File: config.mk
export PLATFORM = sky130hd
export DESIGN_NAME = grt_fifo
export DESIGN_NICKNAME = d
export VERILOG_FILES = /design/src/grt_pkg.sv /design/src/grt_fifo.sv
export SDC_FILE = /design/constraint.sdc
export NUM_CORES = 1
export LEC_CHECK = 0
export BUFFER_PORTS_ARGS = -buffer_cell sky130_fd_sc_hd__buf_2
export CORE_MARGIN = 5
export CORE_UTILIZATION = 35
export CTS_CLUSTER_DIAMETER = 30
export DETAILED_ROUTE_END_ITERATION = 8
export PLACE_DENSITY = 0.55
export SYNTH_ARGS = -nofsm -noshare
export SYNTH_HDL_FRONTEND = slang
export SYNTH_SLANG_ARGS = --single-unit
File: constraint.sdc
create_clock -name clk -period 3.1 [get_ports clk]
set_input_delay 0 -clock clk [delete_from_list [all_inputs] [get_ports clk]]
set_output_delay 0 -clock clk [all_outputs]
set_load 0.02 [all_outputs]
File: src/grt_pkg.sv
`default_nettype none
package grt_pkg;

	// fixed field widths
	localparam int SCALE_W      = 3;
	localparam int STRIDE_W     = 13;
	localparam int FADDR_W      = 11;
	localparam int CODE_W       = 8;
	localparam int POSX_W       = 12;
	localparam int POSY_W       = 11;
	localparam int PADDR_W      = 24;
	localparam int MASK_W       = 24;
	localparam int RUN_W        = 5;
	localparam int IDX_W        = 8;
	localparam int CFG_DATA_W   = 13;
	localparam int CFG_INDEX_W  = 1;

	// font geometry
	localparam int FONT_ROWS    = 8;
	localparam int FROW_W       = 3;
	localparam int GLYPH_WIDTH  = 6;
	localparam int GLYPHS_DEF   = 256;
	localparam int MAX_SCALE_DEF = 4;

	// command queue between front and back
	localparam int QDEPTH       = 4;

	// register indexes
	localparam logic [CFG_INDEX_W-1:0] REG_SCALE      = 1'd0;
	localparam logic [CFG_INDEX_W-1:0] REG_ROW_STRIDE = 1'd1;

	// register reset values
	localparam logic [SCALE_W-1:0]  SCALE_RST      = 3'd1;
	localparam logic [STRIDE_W-1:0] ROW_STRIDE_RST = 13'd640;

	// op codes
	localparam logic OP_LOAD   = 1'b0;
	localparam logic OP_RENDER = 1'b1;

	typedef struct packed {
		logic                op;
		logic [FADDR_W-1:0]  font_address;
		logic [7:0]          font_byte;
		logic [CODE_W-1:0]   char_code;
		logic [POSX_W-1:0]   pos_x;
		logic [POSY_W-1:0]   pos_y;
		logic                first;
	} grt_in_t;

	typedef struct packed {
		logic [PADDR_W-1:0]  pixel_address;
		logic [MASK_W-1:0]   dot_mask;
		logic [RUN_W-1:0]    run_length;
		logic                last;
	} grt_out_t;

	// one queued command: a font write or a classified character
	typedef struct packed {
		logic                is_load;
		logic [FADDR_W-1:0]  font_address;
		logic [7:0]          font_byte;
		logic [CODE_W-1:0]   glyph;
		logic [PADDR_W-1:0]  base;
		logic [SCALE_W-1:0]  scale;
		logic [RUN_W-1:0]    run_len;
	} grt_cmd_t;

	// repeat each of the six font dots s times; font bit 7 lands at bit 0
	function automatic logic [MASK_W-1:0] widen_row(input logic [7:0] bits,
		input logic [SCALE_W-1:0] s);
		logic [MASK_W-1:0] mask;
		int pos;
		mask = '0;
		for (int lx = 0; lx < GLYPH_WIDTH; lx++) begin
			for (int k = 0; k < 4; k++) begin
				pos = lx * int'(s) + k;
				if (bits[7-lx] && (k < int'(s)) && (pos < MASK_W))
					mask[pos] = 1'b1;
			end
		end
		return mask;
	endfunction

endpackage
`default_nettype wire

File: src/grt_fifo.sv
`default_nettype none
module grt_fifo (
	input  wire logic               clk,
	input  wire logic               arst_n,
	input  wire logic               wr,
	input  wire grt_pkg::grt_cmd_t  wr_data,
	output logic                    full,
	input  wire logic               rd,
	output grt_pkg::grt_cmd_t       rd_data,
	output logic                    empty
);
	import grt_pkg::*;

	localparam int PW = $clog2(QDEPTH);

	grt_cmd_t          mem_q [QDEPTH];
	logic [PW:0]       wptr_q;
	logic [PW:0]       rptr_q;

	assign empty   = (wptr_q == rptr_q);
	assign full    = (wptr_q[PW-1:0] == rptr_q[PW-1:0]) && (wptr_q[PW] != rptr_q[PW]);
	assign rd_data = mem_q[rptr_q[PW-1:0]];

	always_ff @(posedge clk or negedge arst_n) begin
		if (!arst_n) begin
			wptr_q <= '0;
			rptr_q <= '0;
		end else begin
			if (wr && !full)
				wptr_q <= wptr_q + 1'b1;
			if (rd && !empty)
				rptr_q <= rptr_q + 1'b1;
		end
	end

	always_ff @(posedge clk) begin
		if (wr && !full)
			mem_q[wptr_q[PW-1:0]] <= wr_data;
	end

endmodule
`default_nettype wire

# Yosys cells after proc, flatten, opt, wreduce, memory -nomap -nowiden
# Memory sizes are Yosys's and may differ from the RTL's.
# Cells that the tools add are included.
# classes
n_addsub,2
n_eq_ne,3
n_mux,2
n_reduce_logical,5
# op_table
op,n
3-bit by 1-bit adder with 3-bit output (second input constant),2
3-bit equality test,1
1-bit logical AND,3
2-bit equality test,1
1-bit zero test,2
1-bit 2-to-1 mux,2
1-bit inequality test,1
# word_totals
ff_bits,6
ramBits,240
output_inout_bits,62
memories,1
# mem_list
name,depth,word_bits,read_ports,rd_ports_with_merged_regs,write_ports,line,rtl
mem_q,4,60,1,0,1,grt_fifo.sv:16,grt_cmd_t mem_q [QDEPTH];

# Logic depth before layout (Yosys ltp)
# logic_depth
ltp_word,6
depth_mapped,5

# Worst setup path after synthesis
# OpenSTA, ideal clock, no wires.
# synth_path
path_type,register -> register
startpoint,reg rptr_q[0]
endpoint,mem mem_q[1][0] (netlist bit) (enable)
setup_time_ns,0.425
arrival_time_ns,2.319
path_slack_ns,0.357
path_stages_with_launch,5
n_path_buf,1
cell_sequence,dfrtp_1 > buf_4 > xnor2_2 > nand3_2 > and3_1
# synth_via
elab_chain_cells,6
# synth_lines
element,line,rtl
start: declaration,grt_fifo.sv:18,logic [PW:0] rptr_q;
start signal: assignment,grt_fifo.sv:32,rptr_q <= rptr_q + 1'b1;
2-bit equality test,grt_fifo.sv:21,assign full = (wptr_q[PW-1:0] == rptr_q[PW-1:0]) && (wptr_q[PW] != rptr_q[PW]);
1-bit logical AND,grt_fifo.sv:21,
1-bit zero test,grt_fifo.sv:37,if (wr && !full)
1-bit logical AND,grt_fifo.sv:37,
1-bit 2-to-1 mux,grt_fifo.sv:37,
1-bit 2-to-1 mux (implied by the code),grt_fifo.sv:38,mem_q[wptr_q[PW-1:0]] <= wr_data;
end: declaration,grt_fifo.sv:16,
# Every way passes these cells.

==> metrics.yaml <==
logic_synthesis:
  yosys.area.top_type: "edfxtp_1"
  synth_common_cells: "edfxtp_1, mux4_2, buf_2, buf_4, dfrtp_1"
  synthCells: 362
  netlist_top_cells_area: "edfxtp_1, mux4_2, dfrtp_1"
  synthFlopType: "edfxtp_1"
  syn_nets: 431
  yosys.cell_types.count: 27
  seq_area_frac_synth_pct: 80.39
  synth_area_per_cell_um2: 25.28
  synth_edf_count: 240
  synth.most_common_cell: "edfxtp_1"
  syn-cell-area_um2: 9151
  ys_seq_elements: 246
  async_reset_ff_share_pct: 2.439
  synth.top_cell.area_share_pct: 78.75
  synth_warnings: 0
place:
  placed_cell_area_um2: 10260
  dp.final_hpwl_um: 10900
  port_buffers: 125
  place_inst: 817
  routabilityCongestion: 0.6702
worst_setup_path:
  worst_ep_required_time_ns: 3.10
  worstPathArrival_ns: 2.42
  r2r_slack_ns: 0.83
  crit_type: "reg2out"
  worstSetupEndpointType: "output pin"
  worst_setup_path_start_kind: "flop"
  cp_max_fo: 35
global_route:
  grt_overflow_total: 0
  track_usage_pct: 12.51
  antenna_found_initial: 1
  grt_pass1_vias: 5003
  grt_max_degree: 64
  grt_first_pass_wirelength_um: 28170
clock_tree:
  cts_sinks: 246
  cts_tree: "built"
  cts.clk_slew.worst_paths_ns: 0.05
  cts_setup_buffers: 0
  cts.path.max_buffers: 3
  cts.htree.levels: 2
  clk_latency_ns: 0.51
  cts_buffers: 45
  cts-root-buf: "clkbuf_16"
timing:
  worst_slew_pin_slew_ns: 0.5442
  holdWs_ns: 0.2391
  finalSetupTns_ns: 0
  finalClockSkew_ns: 0.01287
  maxSlewHeadroom_pct: 63.72
  clock.fmax_mhz: 413.8
  rsz0062_at_grt: "false"
  min_period_ns: 2.416
  setup_viol: 0
  slew_violations: 0
  final_hold_viol_count: 0
  fin_crit_sh_pct: 77.95
finish:
  area_growth_pct: 35.03
  drive_gt1_share_pct: 44.36
  final_cell_area_um2: 12360
  nets: 662
  fin_cells: 966
detailed_routing:
  drc: 0
  drt_iter0_drc: 200
  final_antenna_net_count: 0
  via_per_inst: 4.678
  vias: 4519
  drtPass1Iterations: 4
  routedWlPerCell_um: 18.85
  wl_um: 18210
die:
  start_util_pct: 35.32
  die_w_um: 171.7
  die_h_um: 171.7
  top_level_ports: 126
  core_um2: 25910
  die_area_um2: 29480
  std_cell_rows: 59
power_and_ir_drop:
  power_density_nw_per_um2: 1040
  power.leakage_uw: 0.004325
  ir_drop_v: 0.0005489
  total_power_uw: 12850
run:
  cap_violations: 0
worst_hold_path:
  hold_path_class: "in2reg"
outcome:
  outcome: "finished, final reports clean"
[stage by stage]
stage                     util, %  setup slack [ns]
after global placement      39.60            0.8107
after floorplan                 -            0.3567
after CTS                   47.67            0.5904
after global routing        47.68            0.5354
final                       47.69            0.6835
after detailed placement    39.60            0.7594
[final cells by class]
type                            instances  area (um^2)
Multi-Input combinational cell         98         1707
Inverter                                4        15.01
Sequential cell                       246         7365
Clock inverter                         32        301.5
Fill cell                            2152        13550
Timing Repair Buffer                  198         1396
Tap cell                              335        419.2
Clock buffer                           51         1149
Antenna cell                            2        5.005
[placed cells by master (no fill, tap or decap), types with 2 or more instances in the layout]
master | netlist | routed
nand2b_1 | 2 | 2
edfxtp_1 | 240 | 240
clkinv_2 | 0 | 10
and3_4 | 0 | 3
dfrtp_1 | 6 | 4
clkinv_1 | 0 | 5
inv_1 | 4 | 4
dfrtp_4 | 0 | 2
buf_12 | 0 | 5
xor2_2 | 2 | 2
inv_6 | 0 | 7
dlygate4sd3_1 | 0 | 64
xor2_1 | 2 | 2
buf_4 | 7 | 4
clkbuf_16 | 0 | 45
a21oi_1 | 4 | 4
o31ai_1 | 3 | 3
bufinv_16 | 0 | 4
diode_2 | 0 | 2
mux4_2 | 60 | 60
ha_1 | 5 | 5
clkinv_4 | 0 | 5
buf_2 | 7 | 125
clkbuf_1 | 0 | 6
xnor2_1 | 4 | 4
[what timing repair did]
action                                 CTS  global route
endpoints found under the hold margin  251             0
gates resized for setup                  0             0
hold buffers                            64             0
[kinds of logic (layout without fill, tap and decap cells)]
group,after synthesis,after routing,share of synthesized area (%)
AO/OA/AOI/OAI,13,13,1.217
AND/OR/NAND/NOR,11,11,0.7108
flip-flops,246,246,80.39
multiplexers,60,60,14.77
adder cells (fa/ha/maj),5,5,0.6836
XOR/XNOR,9,9,1.107
other,0,2,0
buffers and inverters,18,285,1.121
[critical path, stage by stage (launching register included)]
cell     delay [ns]
dfrtp_4        0.72
buf_4          0.56
mux4_2         0.42
buf_2          0.18
[layer usage]
layer  track usage, %  vias up  routed length (um)
li1                 -     2039                   -
met1            15.83     2311                7676
met2            21.31      136                9161
met3            3.011       33                1016
met4            4.134        0                 350
met5                0        -                   0
[flip-flops by register name, indices dropped and copies added, names as in the netlist]
| signal | count |
|---|---|
| rptr_q | 3 |
| mem_q | 240 |
| wptr_q | 3 |
[final timing paths]
kind | startpoint | endpoint | cells after the start
worst max-delay path | rptr_q[1]$_DFFE_PN0P_ | rd_data[8] | 3
min in group asynchronous | arst_n | wptr_q[0]$_DFFE_PN0P_ | 3
worst max register to register | rptr_q[1]$_DFFE_PN0P_ | mem_q[1][48]$_DFFE_PP_ | 4
max in group asynchronous | arst_n | rptr_q[0]$_DFFE_PN0P_ | 3
worst min-delay path | wr_data[37] | mem_q[2][37]$_DFFE_PP_ | 2
worst min register to register | wptr_q[2]$_DFFE_PN0P_ | wptr_q[2]$_DFFE_PN0P_ | 1
[where the power goes]
part | internal [uW] | leakage, uW | switching [uW] | total [uW]
clock | 3010 | 0.000718 | 1550 | 4560
sequential | 4440 | 0.00227 | 243 | 4680
combinational | 1480 | 0.00134 | 2120 | 3610
Note: power is estimated with default switching activity, not from simulation.
