$ cat src/grt_pkg.sv
`default_nettype none
package grt_pkg;

	// fixed field widths
	localparam int SCALE_W      = 3;
	localparam int STRIDE_W     = 13;
	localparam int FADDR_W      = 11;
	localparam int CODE_W       = 8;
	localparam int POSX_W       = 12;
	localparam int POSY_W       = 11;
	localparam int PADDR_W      = 24;
	localparam int MASK_W       = 24;
	localparam int RUN_W        = 5;
	localparam int IDX_W        = 8;
	localparam int CFG_DATA_W   = 13;
	localparam int CFG_INDEX_W  = 1;

	// font geometry
	localparam int FONT_ROWS    = 8;
	localparam int FROW_W       = 3;
	localparam int GLYPH_WIDTH  = 6;
	localparam int GLYPHS_DEF   = 256;
	localparam int MAX_SCALE_DEF = 4;

	// command queue between front and back
	localparam int QDEPTH       = 4;

	// register indexes
	localparam logic [CFG_INDEX_W-1:0] REG_SCALE      = 1'd0;
	localparam logic [CFG_INDEX_W-1:0] REG_ROW_STRIDE = 1'd1;

	// register reset values
	localparam logic [SCALE_W-1:0]  SCALE_RST      = 3'd1;
	localparam logic [STRIDE_W-1:0] ROW_STRIDE_RST = 13'd640;

	// op codes
	localparam logic OP_LOAD   = 1'b0;
	localparam logic OP_RENDER = 1'b1;

	typedef struct packed {
		logic                op;
		logic [FADDR_W-1:0]  font_address;
		logic [7:0]          font_byte;
		logic [CODE_W-1:0]   char_code;
		logic [POSX_W-1:0]   pos_x;
		logic [POSY_W-1:0]   pos_y;
		logic                first;
	} grt_in_t;

	typedef struct packed {
		logic [PADDR_W-1:0]  pixel_address;
		logic [MASK_W-1:0]   dot_mask;
		logic [RUN_W-1:0]    run_length;
		logic                last;
	} grt_out_t;

	// one queued command: a font write or a classified character
	typedef struct packed {
		logic                is_load;
		logic [FADDR_W-1:0]  font_address;
		logic [7:0]          font_byte;
		logic [CODE_W-1:0]   glyph;
		logic [PADDR_W-1:0]  base;
		logic [SCALE_W-1:0]  scale;
		logic [RUN_W-1:0]    run_len;
	} grt_cmd_t;

	// repeat each of the six font dots s times; font bit 7 lands at bit 0
	function automatic logic [MASK_W-1:0] widen_row(input logic [7:0] bits,
		input logic [SCALE_W-1:0] s);
		logic [MASK_W-1:0] mask;
		int pos;
		mask = '0;
		for (int lx = 0; lx < GLYPH_WIDTH; lx++) begin
			for (int k = 0; k < 4; k++) begin
				pos = lx * int'(s) + k;
				if (bits[7-lx] && (k < int'(s)) && (pos < MASK_W))
					mask[pos] = 1'b1;
			end
		end
		return mask;
	endfunction

endpackage
`default_nettype wire

$ cat src/grt_front.sv
`default_nettype none
module grt_front #(
	parameter int GLYPHS    = grt_pkg::GLYPHS_DEF,
	parameter int MAX_SCALE = grt_pkg::MAX_SCALE_DEF
) (
	input  wire logic                         clk,
	input  wire logic                         arst_n,
	input  wire logic                         push,
	input  wire grt_pkg::grt_in_t             in_item,
	output logic                              full,
	input  wire logic [grt_pkg::SCALE_W-1:0]  scale,
	input  wire logic [grt_pkg::STRIDE_W-1:0] row_stride,
	output logic                              q_wr,
	output grt_pkg::grt_cmd_t                 q_data,
	input  wire logic                         q_full
);
	import grt_pkg::*;

	localparam int STORE = GLYPHS * FONT_ROWS;

	logic [CODE_W-1:0]          glyph_lut [256];
	logic [IDX_W-1:0]           char_index_q;
	logic [IDX_W-1:0]           idx;
	logic [SCALE_W-1:0]         eff_scale;
	logic [RUN_W-1:0]           run_len;
	logic                       accept;
	logic                       keep;
	logic                       adv;

	logic                       valid_s1;
	logic                       is_load_s1;
	logic [FADDR_W-1:0]         faddr_s1;
	logic [7:0]                 fbyte_s1;
	logic [CODE_W-1:0]          glyph_s1;
	logic [PADDR_W-1:0]         row_off_s1;
	logic [POSX_W-1:0]          px_s1;
	logic [IDX_W+RUN_W-1:0]     col_off_s1;
	logic [SCALE_W-1:0]         scale_s1;
	logic [RUN_W-1:0]           run_s1;

	// char_code modulo GLYPHS as a constant table
	for (genvar g = 0; g < 256; g++) begin : g_lut
		assign glyph_lut[g] = CODE_W'(g % GLYPHS);
	end

	always_comb begin
		if (scale == '0)
			eff_scale = SCALE_W'(1);
		else if (scale > SCALE_W'(MAX_SCALE))
			eff_scale = SCALE_W'(MAX_SCALE);
		else
			eff_scale = scale;
	end

	assign run_len = RUN_W'(GLYPH_WIDTH * eff_scale);
	assign idx     = in_item.first ? '0 : char_index_q;
	assign adv     = !valid_s1 || !q_full;
	assign full    = !adv;
	assign accept  = push && adv;
	// loads past the store are dropped here; they produce nothing
	assign keep    = (in_item.op == OP_RENDER) ||
	                 ({1'b0, in_item.font_address} < (FADDR_W+1)'(STORE));

	always_ff @(posedge clk or negedge arst_n) begin
		if (!arst_n) begin
			valid_s1     <= 1'b0;
			char_index_q <= '0;
		end else begin
			if (adv)
				valid_s1 <= accept && keep;
			if (accept && in_item.op == OP_RENDER)
				char_index_q <= (idx == '1) ? idx : idx + 1'b1;
		end
	end

	always_ff @(posedge clk) begin
		if (adv) begin
			is_load_s1 <= (in_item.op == OP_LOAD);
			faddr_s1   <= in_item.font_address;
			fbyte_s1   <= in_item.font_byte;
			glyph_s1   <= glyph_lut[in_item.char_code];
			row_off_s1 <= PADDR_W'(in_item.pos_y * row_stride);
			px_s1      <= in_item.pos_x;
			col_off_s1 <= (IDX_W+RUN_W)'(idx * run_len);
			scale_s1   <= eff_scale;
			run_s1     <= run_len;
		end
	end

	assign q_wr                = valid_s1;
	assign q_data.is_load      = is_load_s1;
	assign q_data.font_address = faddr_s1;
	assign q_data.font_byte    = fbyte_s1;
	assign q_data.glyph        = glyph_s1;
	assign q_data.base         = row_off_s1 + PADDR_W'(px_s1) + PADDR_W'(col_off_s1);
	assign q_data.scale        = scale_s1;
	assign q_data.run_len      = run_s1;

endmodule
`default_nettype wire

$ cat config.mk
export PLATFORM = sky130hd
export DESIGN_NAME = grt_front
export DESIGN_NICKNAME = d
export VERILOG_FILES = /design/src/grt_pkg.sv /design/src/grt_front.sv
export SDC_FILE = /design/constraint.sdc
export NUM_CORES = 1
export LEC_CHECK = 0
export ABC_AREA = 1
export BUFFER_PORTS_ARGS = -buffer_cell sky130_fd_sc_hd__buf_4
export CORE_AREA = 2 2 164 126
export DETAILED_ROUTE_END_ITERATION = 7
export DIE_AREA = 0 0 166 128
export GPL_ROUTABILITY_DRIVEN = 0
export PLACE_DENSITY = 0.88
export SLEW_MARGIN = 10
export SYNTH_ARGS = -nofsm -noshare
export SYNTH_HDL_FRONTEND = slang
export SYNTH_SLANG_ARGS = --single-unit
$ cat constraint.sdc
create_clock -name clk -period 3.93 [get_ports clk]
set_input_delay 0 -clock clk [delete_from_list [all_inputs] [get_ports clk]]
set_output_delay 0 -clock clk [all_outputs]
set_load 0.01 [all_outputs]
### Word level (Yosys, flattened, before mapping)

Memories as Yosys holds them, arrays and structs flattened. A register that Yosys moved wholly into a read port is not among the register bits.
Cells that the tools add are included.

* register bits after elaboration: 84
* bits in read-only memories: 2048
* bits of input ports: 72
* memories: 1
* output and inout port bits: 62
* word-level logic and storage cells: 32

* magnitude comparators: 1
* multiplexer cells: 4
* eq/ne operators: 1
* reduce and logical (&&, ||, !) cells: 7
* multiply operators: 3
* bitwise gates (word level): 2
* add/subtract/negate cells: 3

Memory list
* (name not given): words 256, bits a word 8, rd ports 1, clocked after memory_dff 1, write ports 0, RTL line grt_front.sv:81 `glyph_s1 <= glyph_lut[in_item.char_code];`

Operators with widths (count)
* $add A24 B12 Y24: 1
* $add A24 B13 Y24: 1
* $mul A11 B13 Y24: 1
* $mux W8: 2
* $mul A8 B4 Y12: 1
* $not A8 Y9: 1
* $add A8 B1 Y8 const B: 1
* $eq A8 B8 Y1 const B: 1
* $mux W3: 2
* $mul A2 B3 Y4 const A: 1
* $gt A3 B3 Y1 const B: 1
* $logic_not A1 Y1: 3
* $logic_not A3 Y1: 1
* $logic_and A1 B1 Y1: 2
* $logic_or A1 B1 Y1: 1
* $not A1 Y1: 1

### Depth between registers and ports, before layout

* word-level depth: 5
* mapped depth: 23
* depth with buffers taken out: 22

### Worst setup path after synthesis

OpenSTA, ideal clock, no wires.

* path type: input-to-reg
* from: in row_stride[0] in the netlist's numbering
* to: reg row_off_s1[20] (data pin)
* required time: 3678 ps
* library setup time: 252 ps
* path slack: -437 ps
* stages: 19
* arrival time: 4114 ps
* buffers on the path: 1
* cell sequence: clkbuf_1 nand2_1 fa_1 fa_1 inv_1 fa_1 fa_1 inv_1 fa_1 inv_1 ha_1 nand2_1 inv_1 a21oi_1 nand3_1 nand2_1 nand2_1 nand2_1 nand2_1

* word-level cells in the longest chain between the ends: 1

Ends and longest elaborated chain
* from (decl): RTL line grt_front.sv:12 `input wire logic [grt_pkg::STRIDE_W-1:0] row_stride,`
* $mul A11 B13 Y24: RTL line grt_front.sv:82 `row_off_s1 <= PADDR_W'(in_item.pos_y * row_stride);`
* to (signal assigned): RTL line grt_front.sv:82
* to (decl): RTL line grt_front.sv:35 `logic [PADDR_W-1:0] row_off_s1;`

Every way passes these cells.
A chain may end at the register's enable or synchronous reset.

### Worst setup path in the final report

* from: in in_item[6] in the netlist's numbering
* to: reg row_off_s1[21] (data pin)

* word-level cells in the longest chain between the ends: 1

Ends and longest elaborated chain
* from (decl): RTL line grt_front.sv:9 `input wire grt_pkg::grt_in_t in_item,`
* $mul A11 B13 Y24: RTL line grt_front.sv:82

Every way passes these cells.

==> impl_metrics.yaml <==
cells_and_area:
  final_util_pct: 69.7
  design_area_um2: 13800
  final_cell_count_no_fill: 1825
  n_antenna_cell: 0
  syn_to_final_growth_pct: 28.9
  final_nets: 1852
  drive_above_1_share_pct: 22.0
cts:
  cts_tree: "built"
  clk_latency_ns: 0.36
  cts.path.max_buffers: 2
  clk_pin_slew_ns: 0.07
  cts_num_sinks: 91
  cts_max_level: 3
  numCtsBuffers: 9
  root_buffer: "clkbuf_16"
run:
  maxCapViolCount: 0
floorplanning:
  core_um2: 19800
  die_x_um: 166
  die_area_um2: 21200
  start_util_pct: 54.0
  die_height_um: 128
  ios: 134
  row_count: 45
yosys:
  syn_inst: 1331
  synth_top_area_share_pct: 23.1
  synth_edf_count: 82
  synth_ff_type: "edfxtp_1"
  synth_seq_cells: 91
  mappedNetlistNets: 1621
  yosys.area.top_type: "edfxtp_1"
  ys_warn_count: 0
  avgSynthCellArea_um2: 8.02
  synth.distinct_cells: 35
  synth_seq_area_share_pct: 25.2
  synth_area_um2: 10700
  yosys-top-cells-area: "edfxtp_1 23%, fa_1 23%, nand2_1 14%, inv_1 12%, ha_1 11%"
  async_reset_ff_share_pct: 9.89
critical_path:
  critPathMaxFanout: 11
  r2r_slack_ns: 0.50
  worstSetupEndpointType: "register"
  r2r_start: "char_index_q[0]"
  crit_type: "in2reg"
  critPathLaunch: "in_item[6]"
  crit_path_end: "row_off_s1[21]"
  r2r_cells: 15
  r2r-end: "col_off_s1[11]"
  arrival_ns: 4.16
  worst_setup_path_start_kind: "primary input"
  required_ns: 4.03
timing:
  grt_setup_unrepaired: "true"
  slew_violations: 0
  tightestPinTransition_ns: 0.632
  clock_skew_ns: 0.0127
  timing.fmax_ghz: 0.246
  setup_viol: 10
  post-route-period-util_pct: 103
  layout_setup_ws_ns: -0.127
  relSlewSlack_pct: 57.8
  timing.final.hold_violations: 0
  fin_tns_setup_ns: -0.750
  min_period_ns: 4.06
global_route:
  grt_pass1_vias: 9765
  antenna_found_initial: 1
  grt_overflow: 0
  grt_start_max_net_pins: 46
  grtUsageTotal_pct: 27.5
  grt_pass1_wl_um: 46700
power:
  leakage_nw: 7.56
  power.density_nw_per_um2: 902
  irDropWorstVdd_mv: 0.812
route:
  drt_wl_total_um: 33400
  vias: 10232
  drc: 0
  wl_per_cell_um: 18.3
  first_iter_violations: 1190
  firstDrtPassIters: 6
  viasPerCell: 5.61
  postRouteAntennaNets: 0
placed_design:
  placed_cells: 1760
  place_area_um2: 12600
  dp_slack_ns: -0.406
  place.port_buffers: 132
  place_hpwl_um: 22100
min_path:
  min_path_type: "in2async"
status:
  status: "finished, violations left"
  failed_checks: "negative setup slack"
## registers in the layout, indices dropped and copies added, names as in the netlist
signal and count:
px_s1 12, glyph_s1 8, run_s1 3, faddr_s1 11
scale_s1 3, q_wr 1, is_load_s1 1, row_off_s1 24
char_index_q 8, fbyte_s1 8, col_off_s1 12
## routing by layer
metal / up-vias / share of wire [%] / GRT usage [%]
met5: - / 0.039 / 0
met4: 2 / 6.4 / 12.0
met3: 233 / 12 / 6.33
met2: 822 / 46 / 44.8
met1: 4752 / 36 / 35.5
li1: 4423 / - / -
## Yosys cell counts, types with 5 or more instances
cell	number
nand2_1	395
inv_1	335
fa_1	122
ha_1	96
edfxtp_1	82
nor2_1	75
nand3_1	56
a21oi_1	28
xor2_1	27
clkbuf_1	25
dfrtp_1	9
inv_2	9
nand2_2	8
nand4_1	7
xnor2_1	7
nor3_1	5
o21bai_1	5
## layout make-up
cell class              count  area (um2)
multi-input cells         866        7090
fillers                  1283        6000
flip-flops and latches     91        2690
repair buffers            248        2090
inverters                 346        1310
well taps                 258         323
clock buffers              10         229
clock inverters             6        45.0
## where the power goes
part           switching, W  internal [W]  leakage [nW]
clock network      0.000421      0.000437         0.138
registers          0.000177       0.00145         0.941
logic               0.00593       0.00399          6.49
## cells by family after synthesis
logic type	share of synthesized area, %
buffers and inverters	13.3
other	0.0351
adders and majority gates	34.1
DFF	25.2
AOI/OAI and AO/OA	2.20
and+or+nand+nor	22.4
xor gates and xnor gates	2.79
## critical path: stages
cell,delay (ns)
buf_8,0.14
nand2_1,0.10
fa_2,0.58
inv_1,0.07
fa_1,0.56
fa_2,0.44
fa_1,0.49
inv_1,0.05
fa_1,0.54
inv_2,0.07
ha_4,0.30
nand2_4,0.12
inv_2,0.05
a21oi_2,0.16
nand3_1,0.14
nand2_1,0.13
nand2_1,0.08
nand2_1,0.08
nand2_1,0.06
## how the worst min path moves through the flow
stage | from | to | slack (ns)
2_1_floorplan | arst_n | char_index_q[0] | -0.30
3_3_place_gp | arst_n | q_wr | -0.17
3_5_place_dp | arst_n | q_wr | -0.17
4_1_cts | arst_n | char_index_q[3] | 0.007
5_1_grt | arst_n | char_index_q[3] | 0.03
6_report | arst_n | q_wr | 0.009
## stage by stage
stage          power [W]  hold slack (ns)
4_1_cts           0.0104          0.00707
3_3_place_gp     0.00919           -0.172
6_report          0.0124          0.00901
3_5_place_dp     0.00945           -0.169
5_1_grt           0.0130           0.0338
2_1_floorplan    0.00672           -0.296
## cells in the final DEF, fill, tap and decap left out, types with 8 or more instances in the layout
cell type and n:
xor2_1 27, edfxtp_1 82, fa_1 116, inv_2 16, buf_6 8, dfrtp_1 9, nor2_4 10, dlygate4sd3_1 44
nand3_1 52, ha_4 12, a21oi_1 17, clkbuf_16 10, inv_1 327, nand2_1 360, nand2_2 29, nor2_1 64
nand2_4 16, ha_1 84, buf_4 188
## what timing repair did
action	4_1_cts	5_1_grt
gates cloned	0	1
hold buffers	44	0
resized for setup	5	104
buffers inserted	0	4
endpoints found under the hold margin	52	0
setup endpoints to repair	4	18
pin swaps	0	44
Power figures use the tool's default switching activity.
